**src/rtl/keyed_probe_sampling_table_core_assert.svh**
```systemverilog
// assertion macros for the keyed probe sampling table core
// expects clk and rst in the scope of the module that uses them
`ifndef KEYED_PROBE_SAMPLING_TABLE_CORE_ASSERT_SVH
`define KEYED_PROBE_SAMPLING_TABLE_CORE_ASSERT_SVH

// same-cycle implication, checked out of reset
`define KPST_ASSERT_NOW(lbl, ante, cons) \
  lbl: assert property (@(posedge clk) disable iff (rst) (ante) |-> (cons)) \
    else $error("kpst same-cycle check failed");

// next-cycle implication, checked out of reset
`define KPST_ASSERT_NEXT(lbl, ante, cons) \
  lbl: assert property (@(posedge clk) disable iff (rst) (ante) |=> (cons)) \
    else $error("kpst next-cycle check failed");

`endif

```
**src/rtl/kpst_pkg.sv**
```systemverilog
// shared types and codes for the keyed probe sampling table core
// no dependencies
`default_nettype none

package kpst_pkg;

  localparam int unsigned TableRowsDefault = 16;
  localparam int unsigned KeyBitsDefault   = 64;
  localparam int unsigned KeyPortBits      = 64;
  localparam int unsigned WordBits         = 32;

  localparam logic [1:0] ActAdmit  = 2'd0;
  localparam logic [1:0] ActActive = 2'd1;
  localparam logic [1:0] ActDecide = 2'd2;
  localparam logic [1:0] ActProbe  = 2'd3;

  localparam logic [2:0] StOk         = 3'd0;
  localparam logic [2:0] StKeyMissing = 3'd1;
  localparam logic [2:0] StNoToken    = 3'd2;
  localparam logic [2:0] StZeroPeriod = 3'd3;
  localparam logic [2:0] StFull       = 3'd4;

  // request travelling along the row of cells
  typedef struct packed {
    logic                   valid;
    logic [1:0]             action;
    logic [KeyPortBits-1:0] key;
    logic                   key_present;
    logic [WordBits-1:0]    period;
    logic                   correct;
    logic [WordBits-1:0]    needed;
    logic                   found;
    logic                   answer;
    logic [2:0]             status;
  } token_t;

endpackage

`default_nettype wire

```
**src/rtl/kpst_cell.sv**
```systemverilog
// one table row: key, active flag, period, decision counter and streak
// depends on kpst_pkg
`default_nettype none

module kpst_cell #(
  parameter int unsigned KEY_BITS = kpst_pkg::KeyBitsDefault
) (
  input  wire logic            clk,
  input  wire logic            rst,
  input  wire kpst_pkg::token_t tok_in,
  output kpst_pkg::token_t     tok_out
);

  logic                          used;
  logic                          active;
  logic [KEY_BITS-1:0]           row_key;
  logic [kpst_pkg::WordBits-1:0] period;
  logic [kpst_pkg::WordBits-1:0] dcount;
  logic [kpst_pkg::WordBits-1:0] streak;

  logic                          used_next;
  logic                          active_next;
  logic [KEY_BITS-1:0]           row_key_next;
  logic [kpst_pkg::WordBits-1:0] period_next;
  logic [kpst_pkg::WordBits-1:0] dcount_next;
  logic [kpst_pkg::WordBits-1:0] streak_next;
  kpst_pkg::token_t              tok_next;

  logic                          live;
  logic                          hit;
  logic                          append;
  logic [kpst_pkg::WordBits-1:0] dcount_inc;
  logic [kpst_pkg::WordBits-1:0] streak_inc;

  assign live = tok_in.valid && !tok_in.found && tok_in.key_present &&
                (tok_in.status == kpst_pkg::StOk);
  assign hit = live && used && (row_key == tok_in.key[KEY_BITS-1:0]);
  // first free row sees the request only after every used row has missed
  assign append = live && !used && (tok_in.action == kpst_pkg::ActAdmit);

  assign dcount_inc = (&dcount) ? dcount : dcount + 1'b1;
  assign streak_inc = (&streak) ? streak : streak + 1'b1;

  always_comb begin
    used_next    = used;
    active_next  = active;
    row_key_next = row_key;
    period_next  = period;
    dcount_next  = dcount;
    streak_next  = streak;
    tok_next     = tok_in;
    if (append) begin
      used_next      = 1'b1;
      row_key_next   = tok_in.key[KEY_BITS-1:0];
      period_next    = tok_in.period;
      dcount_next    = '0;
      active_next    = 1'b1;
      tok_next.found = 1'b1;
    end else if (hit) begin
      tok_next.found = 1'b1;
      case (tok_in.action)
        kpst_pkg::ActAdmit: begin
          period_next = tok_in.period;
          dcount_next = '0;
          active_next = 1'b1;
        end
        kpst_pkg::ActActive: begin
          tok_next.answer = active;
        end
        kpst_pkg::ActDecide: begin
          if (!active) begin
            tok_next.answer = 1'b1;
          end else if (dcount_inc >= period) begin
            dcount_next     = '0;
            tok_next.answer = 1'b1;
          end else begin
            dcount_next     = dcount_inc;
            tok_next.answer = 1'b0;
          end
        end
        default: begin
          if (active) begin
            if (!tok_in.correct) begin
              streak_next = '0;
            end else if (streak_inc >= tok_in.needed) begin
              active_next     = 1'b0;
              streak_next     = '0;
              tok_next.answer = 1'b1;
            end else begin
              streak_next = streak_inc;
            end
          end
        end
      endcase
    end
  end

  always_ff @(posedge clk) begin
    row_key <= row_key_next;
    period  <= period_next;
    dcount  <= dcount_next;
    if (rst) begin
      used    <= 1'b0;
      active  <= 1'b0;
      streak  <= '0;
      tok_out <= '0;
    end else begin
      used    <= used_next;
      active  <= active_next;
      streak  <= streak_next;
      tok_out <= tok_next;
    end
  end

endmodule

`default_nettype wire

```
**config.mk**
```make
export PLATFORM = sky130hd
export DESIGN_NAME = kpst_cell
export DESIGN_NICKNAME = d
export VERILOG_FILES = /design/src/rtl/keyed_probe_sampling_table_core_assert.svh /design/src/rtl/kpst_pkg.sv /design/src/rtl/kpst_cell.sv
export SDC_FILE = /design/constraint.sdc
export NUM_CORES = 1
export LEC_CHECK = 0
export BUFFER_PORTS_ARGS = -buffer_cell sky130_fd_sc_hd__buf_2
export CAP_MARGIN = 20
export CORE_ASPECT_RATIO = 0.75
export CORE_UTILIZATION = 55
export CTS_CLUSTER_DIAMETER = 60
export DETAILED_ROUTE_END_ITERATION = 7
export MAX_ROUTING_LAYER = met4
export PLACE_DENSITY = 0.8
export SYNTH_ARGS = -nofsm -noshare
export SYNTH_HDL_FRONTEND = slang
export SYNTH_SLANG_ARGS = --single-unit
```
**constraint.sdc**
```tcl
create_clock -name clk -period 4.7 [get_ports clk]
set_input_delay 0.235 -clock clk [delete_from_list [all_inputs] [get_ports clk]]
set_output_delay 0.235 -clock clk [all_outputs]
set_load 0.005 [all_outputs]
```
**After elaboration in Yosys (flattened, before gate mapping)**

Cells that the tools add are included.

- $add $sub $neg: 2
- Order comparisons: 2
- Equal/unequal tests: 5
- Muxes and demuxes: 25
- Bitwise gates (word level): 2
- Reduce and logical (&&, ||, !) cells: 22

Operators by type and width:

| operator | number |
|---|---|
| 2-to-1 mux 32 bit | 9 |
| adder 32 x 1 -> 32 bit (second input constant) | 2 |
| == test 64 bit | 1 |
| greater-or-equal comparator 32 bit | 2 |
| one-hot mux 32 bit (2 select lines) | 1 |
| AND reduction 32 bit | 2 |
| 2-to-1 mux 1 bit | 12 |
| logical AND 1 bit | 7 |
| nonzero test 2 bit | 3 |
| AND reduction 2 bit | 2 |
| AND reduction 4 bit | 1 |
| zero test 3 bit | 1 |
| one-hot mux 1 bit (3 select lines) | 1 |
| AND reduction 3 bit | 1 |
| OR reduction 3 bit | 1 |
| == test 2 x 1 -> 1 bit (second input constant) | 1 |
| == test 2 bit (second input constant) | 1 |
| zero test 1 bit | 2 |
| zero test 2 bit | 1 |
| 2-to-1 mux 2 bit | 1 |
| != test 2 x 1 -> 1 bit (second input constant) | 1 |
| != test 2 bit (second input constant) | 1 |
| NOT 1 bit | 2 |
| one-hot mux 1 bit (2 select lines) | 1 |
| OR reduction 2 bit | 1 |

- Flip-flop bits (word level): 300
- Bits of input ports: 140
- Output and inout bits: 138

**Logic depth before layout (Yosys ltp)**

Gate-level depths: netlist of run 1.

- Depth after elaboration: 9
- Depth in mapped cells: 18
- Mapped depth without buffers: 15

**Least setup slack after synthesis of run 1**

No wires, ideal clock.

- Path kind: flip-flop to flip-flop
- From: reg streak[13] (netlist name)
- To: reg streak[25] (netlist name)
- Setup time: 0.127 ns
- Data arrival time: 3.803 ns
- Setup slack: 0.770 ns
- Stages on the path, launching flop included: 17
- Path buffers: 3
- Cell sequence: dfxtp_1 > buf_2 > nand4_1 > nor4_1 > nand3_1 > o21a_1 > clkbuf_1 > xor2_1 > ha_1 > nand4_1 > nor3_1 > or4b_1 > a31oi_4 > nor2_1 > clkbuf_1 > a21oi_1 > mux2i_1

- Cells in the longest elaborated chain, start to end: 5

Ends and longest elaborated chain:

| element | line | text |
|---|---|---|
| from (decl) | kpst_cell.sv:19 | `logic [kpst_pkg::WordBits-1:0] streak;` |
| from (signal assigned) | kpst_cell.sv:110 | `streak <= streak_next;` |
| adder 32 x 1 -> 32 bit or AND reduction 32 bit (tied branches) | kpst_cell.sv:42 | `assign streak_inc = (&streak) ? streak : streak + 1'b1;` |
| 2-to-1 mux 32 bit * | kpst_cell.sv:42 |  |
| greater-or-equal comparator 32 bit | kpst_cell.sv:85 | `end else if (streak_inc >= tok_in.needed) begin` |
| 2-to-1 mux 32 bit * | kpst_cell.sv:85 |  |
| 2-to-1 mux 32 bit * | kpst_cell.sv:83 | `if (!tok_in.correct) begin` |

Mark *: on every way between the ends. The rest lies on a longest branch, timed or not.
A chain may end at the register's enable or synchronous reset.

**Final worst setup path of run 1**

- From: reg streak[3] (netlist name)
- To: reg streak[5] (netlist name)

The elaborated chain is that of the path after synthesis.

==> results.cfg, run 1 <==
[outcome]
status = completed

[logic_synthesis]
syn_nets = 1485
synth.most_common_cell = dfxtp_1
ys_seq_elements = 300
syn_area_per_cell_sq_um = 10.49
yosysTopAreaCellShare_pct = 30.52
syn_inst = 1275
synth_area_leader_cell = dfxtp_1
synthArstFlopShare_pct = 0
yosysWarnings = 0
synth_common_cells = dfxtp_1, nor2b_1, inv_1
synth.yosys.seq_area_share_pct = 52.07
syn_area_sq_mm = 0.01338
synthDistinctLibCells = 73
ys.flop_type = dfxtp_1
netlist_top_cells_area = dfxtp_1, edfxtp_1, ha_1, xnor2_1, nor2b_1
synth_edf_count = 96

[die]
die_area_sq_mm = 0.02496
core_region_area_sq_mm = 0.02391
start_util_pct = 55.96
rows = 49
die_y_microns = 137.1
io_pins = 278
die_w_microns = 182.1

[placed_design]
portBuffers = 277
post-dp-hpwl_microns = 23000
gp_congestion = 0.9161
postPlaceCellArea_sq_mm = 0.01510
dp.cells = 1830

[routing]
drtIter0Drc = 853
drc = 0
via_count = 11070
drtPass1Iterations = 5
vias_per_cell = 5.478
ant_nets = 0
drt_wl_total_microns = 35900
wl_per_cell_microns = 17.76

[global_route]
grt_pass1_wl_microns = 55440
grt_pass1_vias = 10810
antenna_found_initial = 0
track_usage_pct = 28.90
grt.met1_usage_pct = 35.63
gr-total-overflow = 0
grt_max_degree = 83
busiest_layer = met2
use_met2_pct = 48.79
grt.met3_usage_pct = 4.524

[clocking]
clk_pin_slew_ps = 70
cts_sinks = 300
h-tree-depth = 1
clockBufferDepth = 3
cts_buffers = 29
clock_latency_ps = 550
cts_root_buf = clkbuf_16
cts_tree = done

[sta]
max_freq_mhz = 220.7
timing.setup.tns_ps = 0
worst_clock_skew_ps = 20.21
worstMarginPinSlew_ps = 859.4
post-route-period-util_pct = 96.39
rsz0062_at_grt = no
finalMaxSlewViolations = 0
setup_viol = 0
final_hold_viol_count = 0
fin_crit_ps = 4530
max_slew_margin_pct = 42.71

[setup_path]
reg2reg_slack_ps = 170
critPathTopFamily = simple AND/OR/NAND/NOR gates
r2r-start = streak[3]
critical-path-max-stage-delay_ps = 570
crit_buf_inv = 1
worstSetupEndpoint = streak[5]
worst-path-stages = 15
crit_fanout = 12
cp_slowest_cell = or4b_1
worstPathCellList = and4_1, nand4_1, nor3_1, o21a_1, nand3_1, xnor2_1, ha_1, nand4_1, nor3_1, or4b_1, a31oi_4, nor2_1, buf_4, and2_1, a22o_1
worst_setup_path_start_kind = register
r2r_cells = 15
critPathLaunch = streak[3]
crit_type = reg2reg
end_kind = register
r2r-end = streak[5]
arrival_ps = 4970
required_ps = 5140

[finish]
final_cells = 2021
antennaDiodeCount = 0
drive_above_1_share_pct = 21.75
design_area_sq_mm = 0.01736
fin_nets = 1902
area_growth_pct = 29.72

[hold_path]
hold_start = tok_in[37]
hold_class = in2reg

[power_and_ir_drop]
p_leak_nw = 7.495
p_per_area_mw_per_mm2 = 311.3
vdd_drop_max_v = 0.0003562

[flow_run]
maxCapViolations = 0
[sequential cells by signal, indices dropped and copies added (netlist names)]
signal and count:
active 1, used 1, dcount 32, tok_out 138
streak 32, row_key 64, period 32
[logic make-up (layout without fill, tap and decap cells)]
family,count (synthesis),after routing,synth area share [%]
compound gates,198,198,9.987
fa+ha+maj,70,70,6.546
mux,10,10,0.7668
flops,300,300,52.07
buf+inv,148,588,4.488
xor+xnor,113,113,7.509
simple gates,436,436,18.64
[layer usage]
layer	up-vias	routed length (microns)
met5	-	0
met3	84	2386
met1	5242	14790
met4	0	1187
li1	5291	-
met2	454	17540
[final cells by class]
class / count / area [sq um]
multi-input cells: 827 / 5833
fillers: 1635 / 6554
clock buffers: 42 / 798.3
flip-flops and latches: 300 / 6967
repair buffers: 430 / 2915
well taps: 306 / 382.9
inverters: 104 / 390.4
clock inverters: 12 / 70.07
[through the flow]
stage | util (%) | hold WS, ps | setup slack, ps | power [mW]
global placement | 63.15 | 424.6 | 412.3 | 3.152
detailed placement | 63.15 | 423.3 | 193.5 | 3.165
CTS | 72.48 | 12.63 | 210.8 | 5.398
finish | 72.59 | 32.45 | 169.6 | 5.403
floorplan | - | 318.5 | 769.8 | 2.975
global route | 72.59 | 28.31 | 11.39 | 5.578
[what timing repair did]
| item | in CTS | in global routing |
|---|---|---|
| endpoints found under the setup margin | 0 | 40 |
| gates resized for setup | 0 | 4 |
| hold endpoints to repair | 230 | 0 |
| setup buffers | 0 | 1 |
| hold buffers | 136 | 0 |
[power breakdown]
group | switching, mW | leakage (nW) | internal (mW)
sequential | 0.0236 | 2.55 | 2.74
combinational | 0.217 | 4.52 | 0.238
clock | 1.00 | 0.433 | 1.18
total | 1.24 | 7.50 | 4.16
[how the worst min path moves through the flow]
stage	end	cells after the start
floorplan	tok_out[37]	1
global placement	period[22]	1
detailed placement	period[22]	1
CTS	tok_out[37]	2
global route	tok_out[37]	2
finish	tok_out[37]	2
[placed cells by master (no fill, tap or decap), drive strengths merged, types with 9 or more instances in the layout]
master and count:
buf 294, dfxtp 204, dlygate4sd3 136, inv 106, nor2b 104, edfxtp 96, xnor2 84, nor2 80
ha 70, a21oi 60, nand2 56, nand4 51, clkbuf 42, nand3 35, xor2 29, o21ai 29
nand2b 21, a211oi 18, nor3 16, and3 15, a31oi 15, a22o 13, and4 12, o21a 11
nor4 11, and2 9, clkinv 9
[worst reg2reg max path, stage by stage (launching register included)]
cell and delay, ps:
dfxtp_1 460, and4_1 320, nand4_1 140, nor3_1 400, o21a_1 470, nand3_1 150
xnor2_1 160, ha_1 310, nand4_1 130, nor3_1 290, or4b_1 570, a31oi_4 330
nor2_1 110, buf_4 210, and2_1 190, a22o_1 180
No activity file was read; power rests on OpenSTA's default activity.
==> inputs of run 2 (changes only) <==
CELL_PAD_IN_SITES_DETAIL_PLACEMENT = 1   (was not set)
CELL_PAD_IN_SITES_GLOBAL_PLACEMENT = 2   (was not set)
CORE_UTILIZATION = 35   (was 55)
PLACE_DENSITY = not set   (was 0.8)
PLACE_DENSITY_LB_ADDON = 0.1   (was not set)
clock period = 4.8 ns   (was 4.7 ns; I/O delays follow)
==> run 2 against run 1 <==
  * Setup slack improved by 230 ps
  * First-iteration DRC count is 44% lower
  * Register-to-register slack improved by 230 ps
  * Critical endpoint is now streak[21]
  * Clock-buffer cell count rose by 6
  * Total power rose by 12%
  * Combinational power shrank 3%
  * Hold slack improved by 64 ps
==> results.cfg, run 2 (synthesis results as in run 1) <==
[routing]
drt_wl_total_microns = 39450
via_count = 10850
vias_per_cell = 4.852
ant_nets = 0
drtIter0Drc = 477
drtPass1Iterations = 4
drc = 0
wl_per_cell_microns = 17.64

[finish]
seq_area_sq_mm = 0.006967
fillerInstances = 4177
final_cells = 2237
regMostFlops = tok_out
multi_input_area_sq_mm = 0.005833
layout_commonest_cell = buf_2
area_growth_pct = 34.72
fin_nets = 1913
drive_above_1_share_pct = 22.75
largest_register_ff_count = 138
reg_top3 = tok_out x138, row_key x64
layout_common_cells = buf_2, dfxtp_1, dlygate4sd3_1

[clocking]
cts_root_buf = clkbuf_16
clockBufferDepth = 3
cts_tree = done
h-tree-depth = 2
clock_latency_ps = 530
cts_sinks = 300
cts_buffers = 37
clk_pin_slew_ps = 60

[power_and_ir_drop]
p_leak_nw = 7.706
clockPowerShare_pct = 48.0
power_switching_mw = 1.384
swShare_pct = 22.87
p_per_area_mw_per_mm2 = 335.7
power_frac_comb_pct = 7.3
p_int_mw = 4.667
p_seq_share_pct = 44.7
vdd_drop_max_v = 0.0003324

[placed_design]
gp_congestion = 0.7966
portBuffers = 277
post-dp-hpwl_microns = 27950
dp.cells = 2031

[sta]
fin_crit_ps = 4402
finalMaxSlewViolations = 0
max_slew_margin_pct = 37.98
worstMarginPinSlew_ps = 930.3
rsz0062_at_grt = no
post-route-period-util_pct = 91.71
max_freq_mhz = 227.2
whs_ps = 96.48
worst_clock_skew_ps = 16.90
setup_viol = 0
timing.setup.tns_ps = 0
final_hold_viol_count = 0

[setup_path]
r2r-start = streak[4]
arrival_ps = 4820
crit_type = reg2reg
r2r-end = streak[21]
required_ps = 5210
worst_setup_path_start_kind = register
end_kind = register
crit_fanout = 14
r2r_cells = 15
reg2reg_slack_ps = 400

[global_route]
grt_pass1_wl_microns = 61430
antenna_found_initial = 1
gr-total-overflow = 0
grt_pass1_vias = 11340
track_usage_pct = 20.49
grt_max_degree = 88

[die]
die_area_sq_mm = 0.03902
io_pins = 278
core_region_area_sq_mm = 0.03732
rows = 61
start_util_pct = 35.85
die_y_microns = 171.3
die_w_microns = 227.8

[outcome]
status = completed

[hold_path]
hold_start = tok_in[136]
hold_class = in2reg
holdPathStages = 3
worstHoldEndpoint = tok_out[136]

[flow_run]
maxCapViolations = 0
-- run 2: cell types whose count changed in the layout (fill, tap and decap cells not counted), moves of 2 or more --
cell,change
clkbuf_16,+8
clkbuf_1,-5
buf_4,+4
bufinv_16,+4
clkbuf_8,+4
clkinv_2,-3
clkinv_4,+3
clkinv_8,+2
inv_6,+2
-- run 2: area by class of cell --
| class | instances | area share (%) |
|---|---|---|
| flip-flops and latches | 300 | 38.65 |
| multi-input cells | 827 | 32.36 |
| repair buffers | 433 | 16.23 |
| clock buffers | 48 | 5.699 |
| well taps | 504 | 3.498 |
| inverters | 104 | 2.173 |
| clock inverters | 20 | 1.381 |
| diodes | 1 | 0.01388 |
-- run 2: how the worst max path moves through the flow --
stage / cells past startpoint / end / startpoint / slack (ps)
floorplan: 16 / streak[25] / streak[13] / 870
global placement: 15 / dcount[3] / dcount[3] / 400
detailed placement: 15 / dcount[3] / dcount[3] / 120
CTS: 15 / dcount[3] / dcount[3] / 140
global route: 15 / dcount[3] / dcount[3] / 50
finish: 15 / streak[21] / streak[4] / 400
-- run 2: power groups by stage --
stage	clock network, mW	registers, mW	logic (mW)
2_1_floorplan	0	2.77	0.144
3_3_place_gp	0	2.76	0.347
3_5_place_dp	0	2.76	0.354
4_1_cts	3.01	2.71	0.443
5_1_grt	3.11	2.71	0.484
6_report	2.90	2.71	0.440
-- run 2: worst max-delay path, stage by stage (launching register included) --
cell,delay [ps]
dfxtp_1,430
and4_1,320
nand4_1,150
nor3_1,350
o21a_1,470
nand2_1,190
xnor2_1,190
ha_1,310
and4_1,220
nand2_1,50
or4_1,640
a31oi_4,330
nor2_1,120
buf_4,210
a21oi_1,180
mux2i_1,90
-- run 2: per-stage QoR --
stage / area, sq um / setup WS [ps] / total power [mW] / util [%]
after floorplan: 13380 / 869.8 / 2.913 / -
after global placement: 15360 / 401.3 / 3.105 / 41.15
after detailed placement: 15360 / 124.3 / 3.114 / 41.15
after CTS: 18000 / 138.2 / 6.155 / 48.22
after global routing: 18030 / 53.10 / 6.302 / 48.30
final: 18030 / 398.1 / 6.051 / 48.30
-- run 2: routing by layer --
layer	track usage, %	up-vias	share of wire (%)
met5	-	-	0
met4	5.112	0	1.9
met3	3.597	59	3.3
met2	34.53	167	49
met1	25.52	5297	46
li1	-	5331	-
-- run 2: what timing repair did --
item / 4_1_cts / 5_1_grt
setup endpoints to repair: 0 / 46
hold buffers: 136 / 0
buffers inserted: 0 / 1
gates resized for setup: 0 / 4
endpoints found under the hold margin: 230 / 0
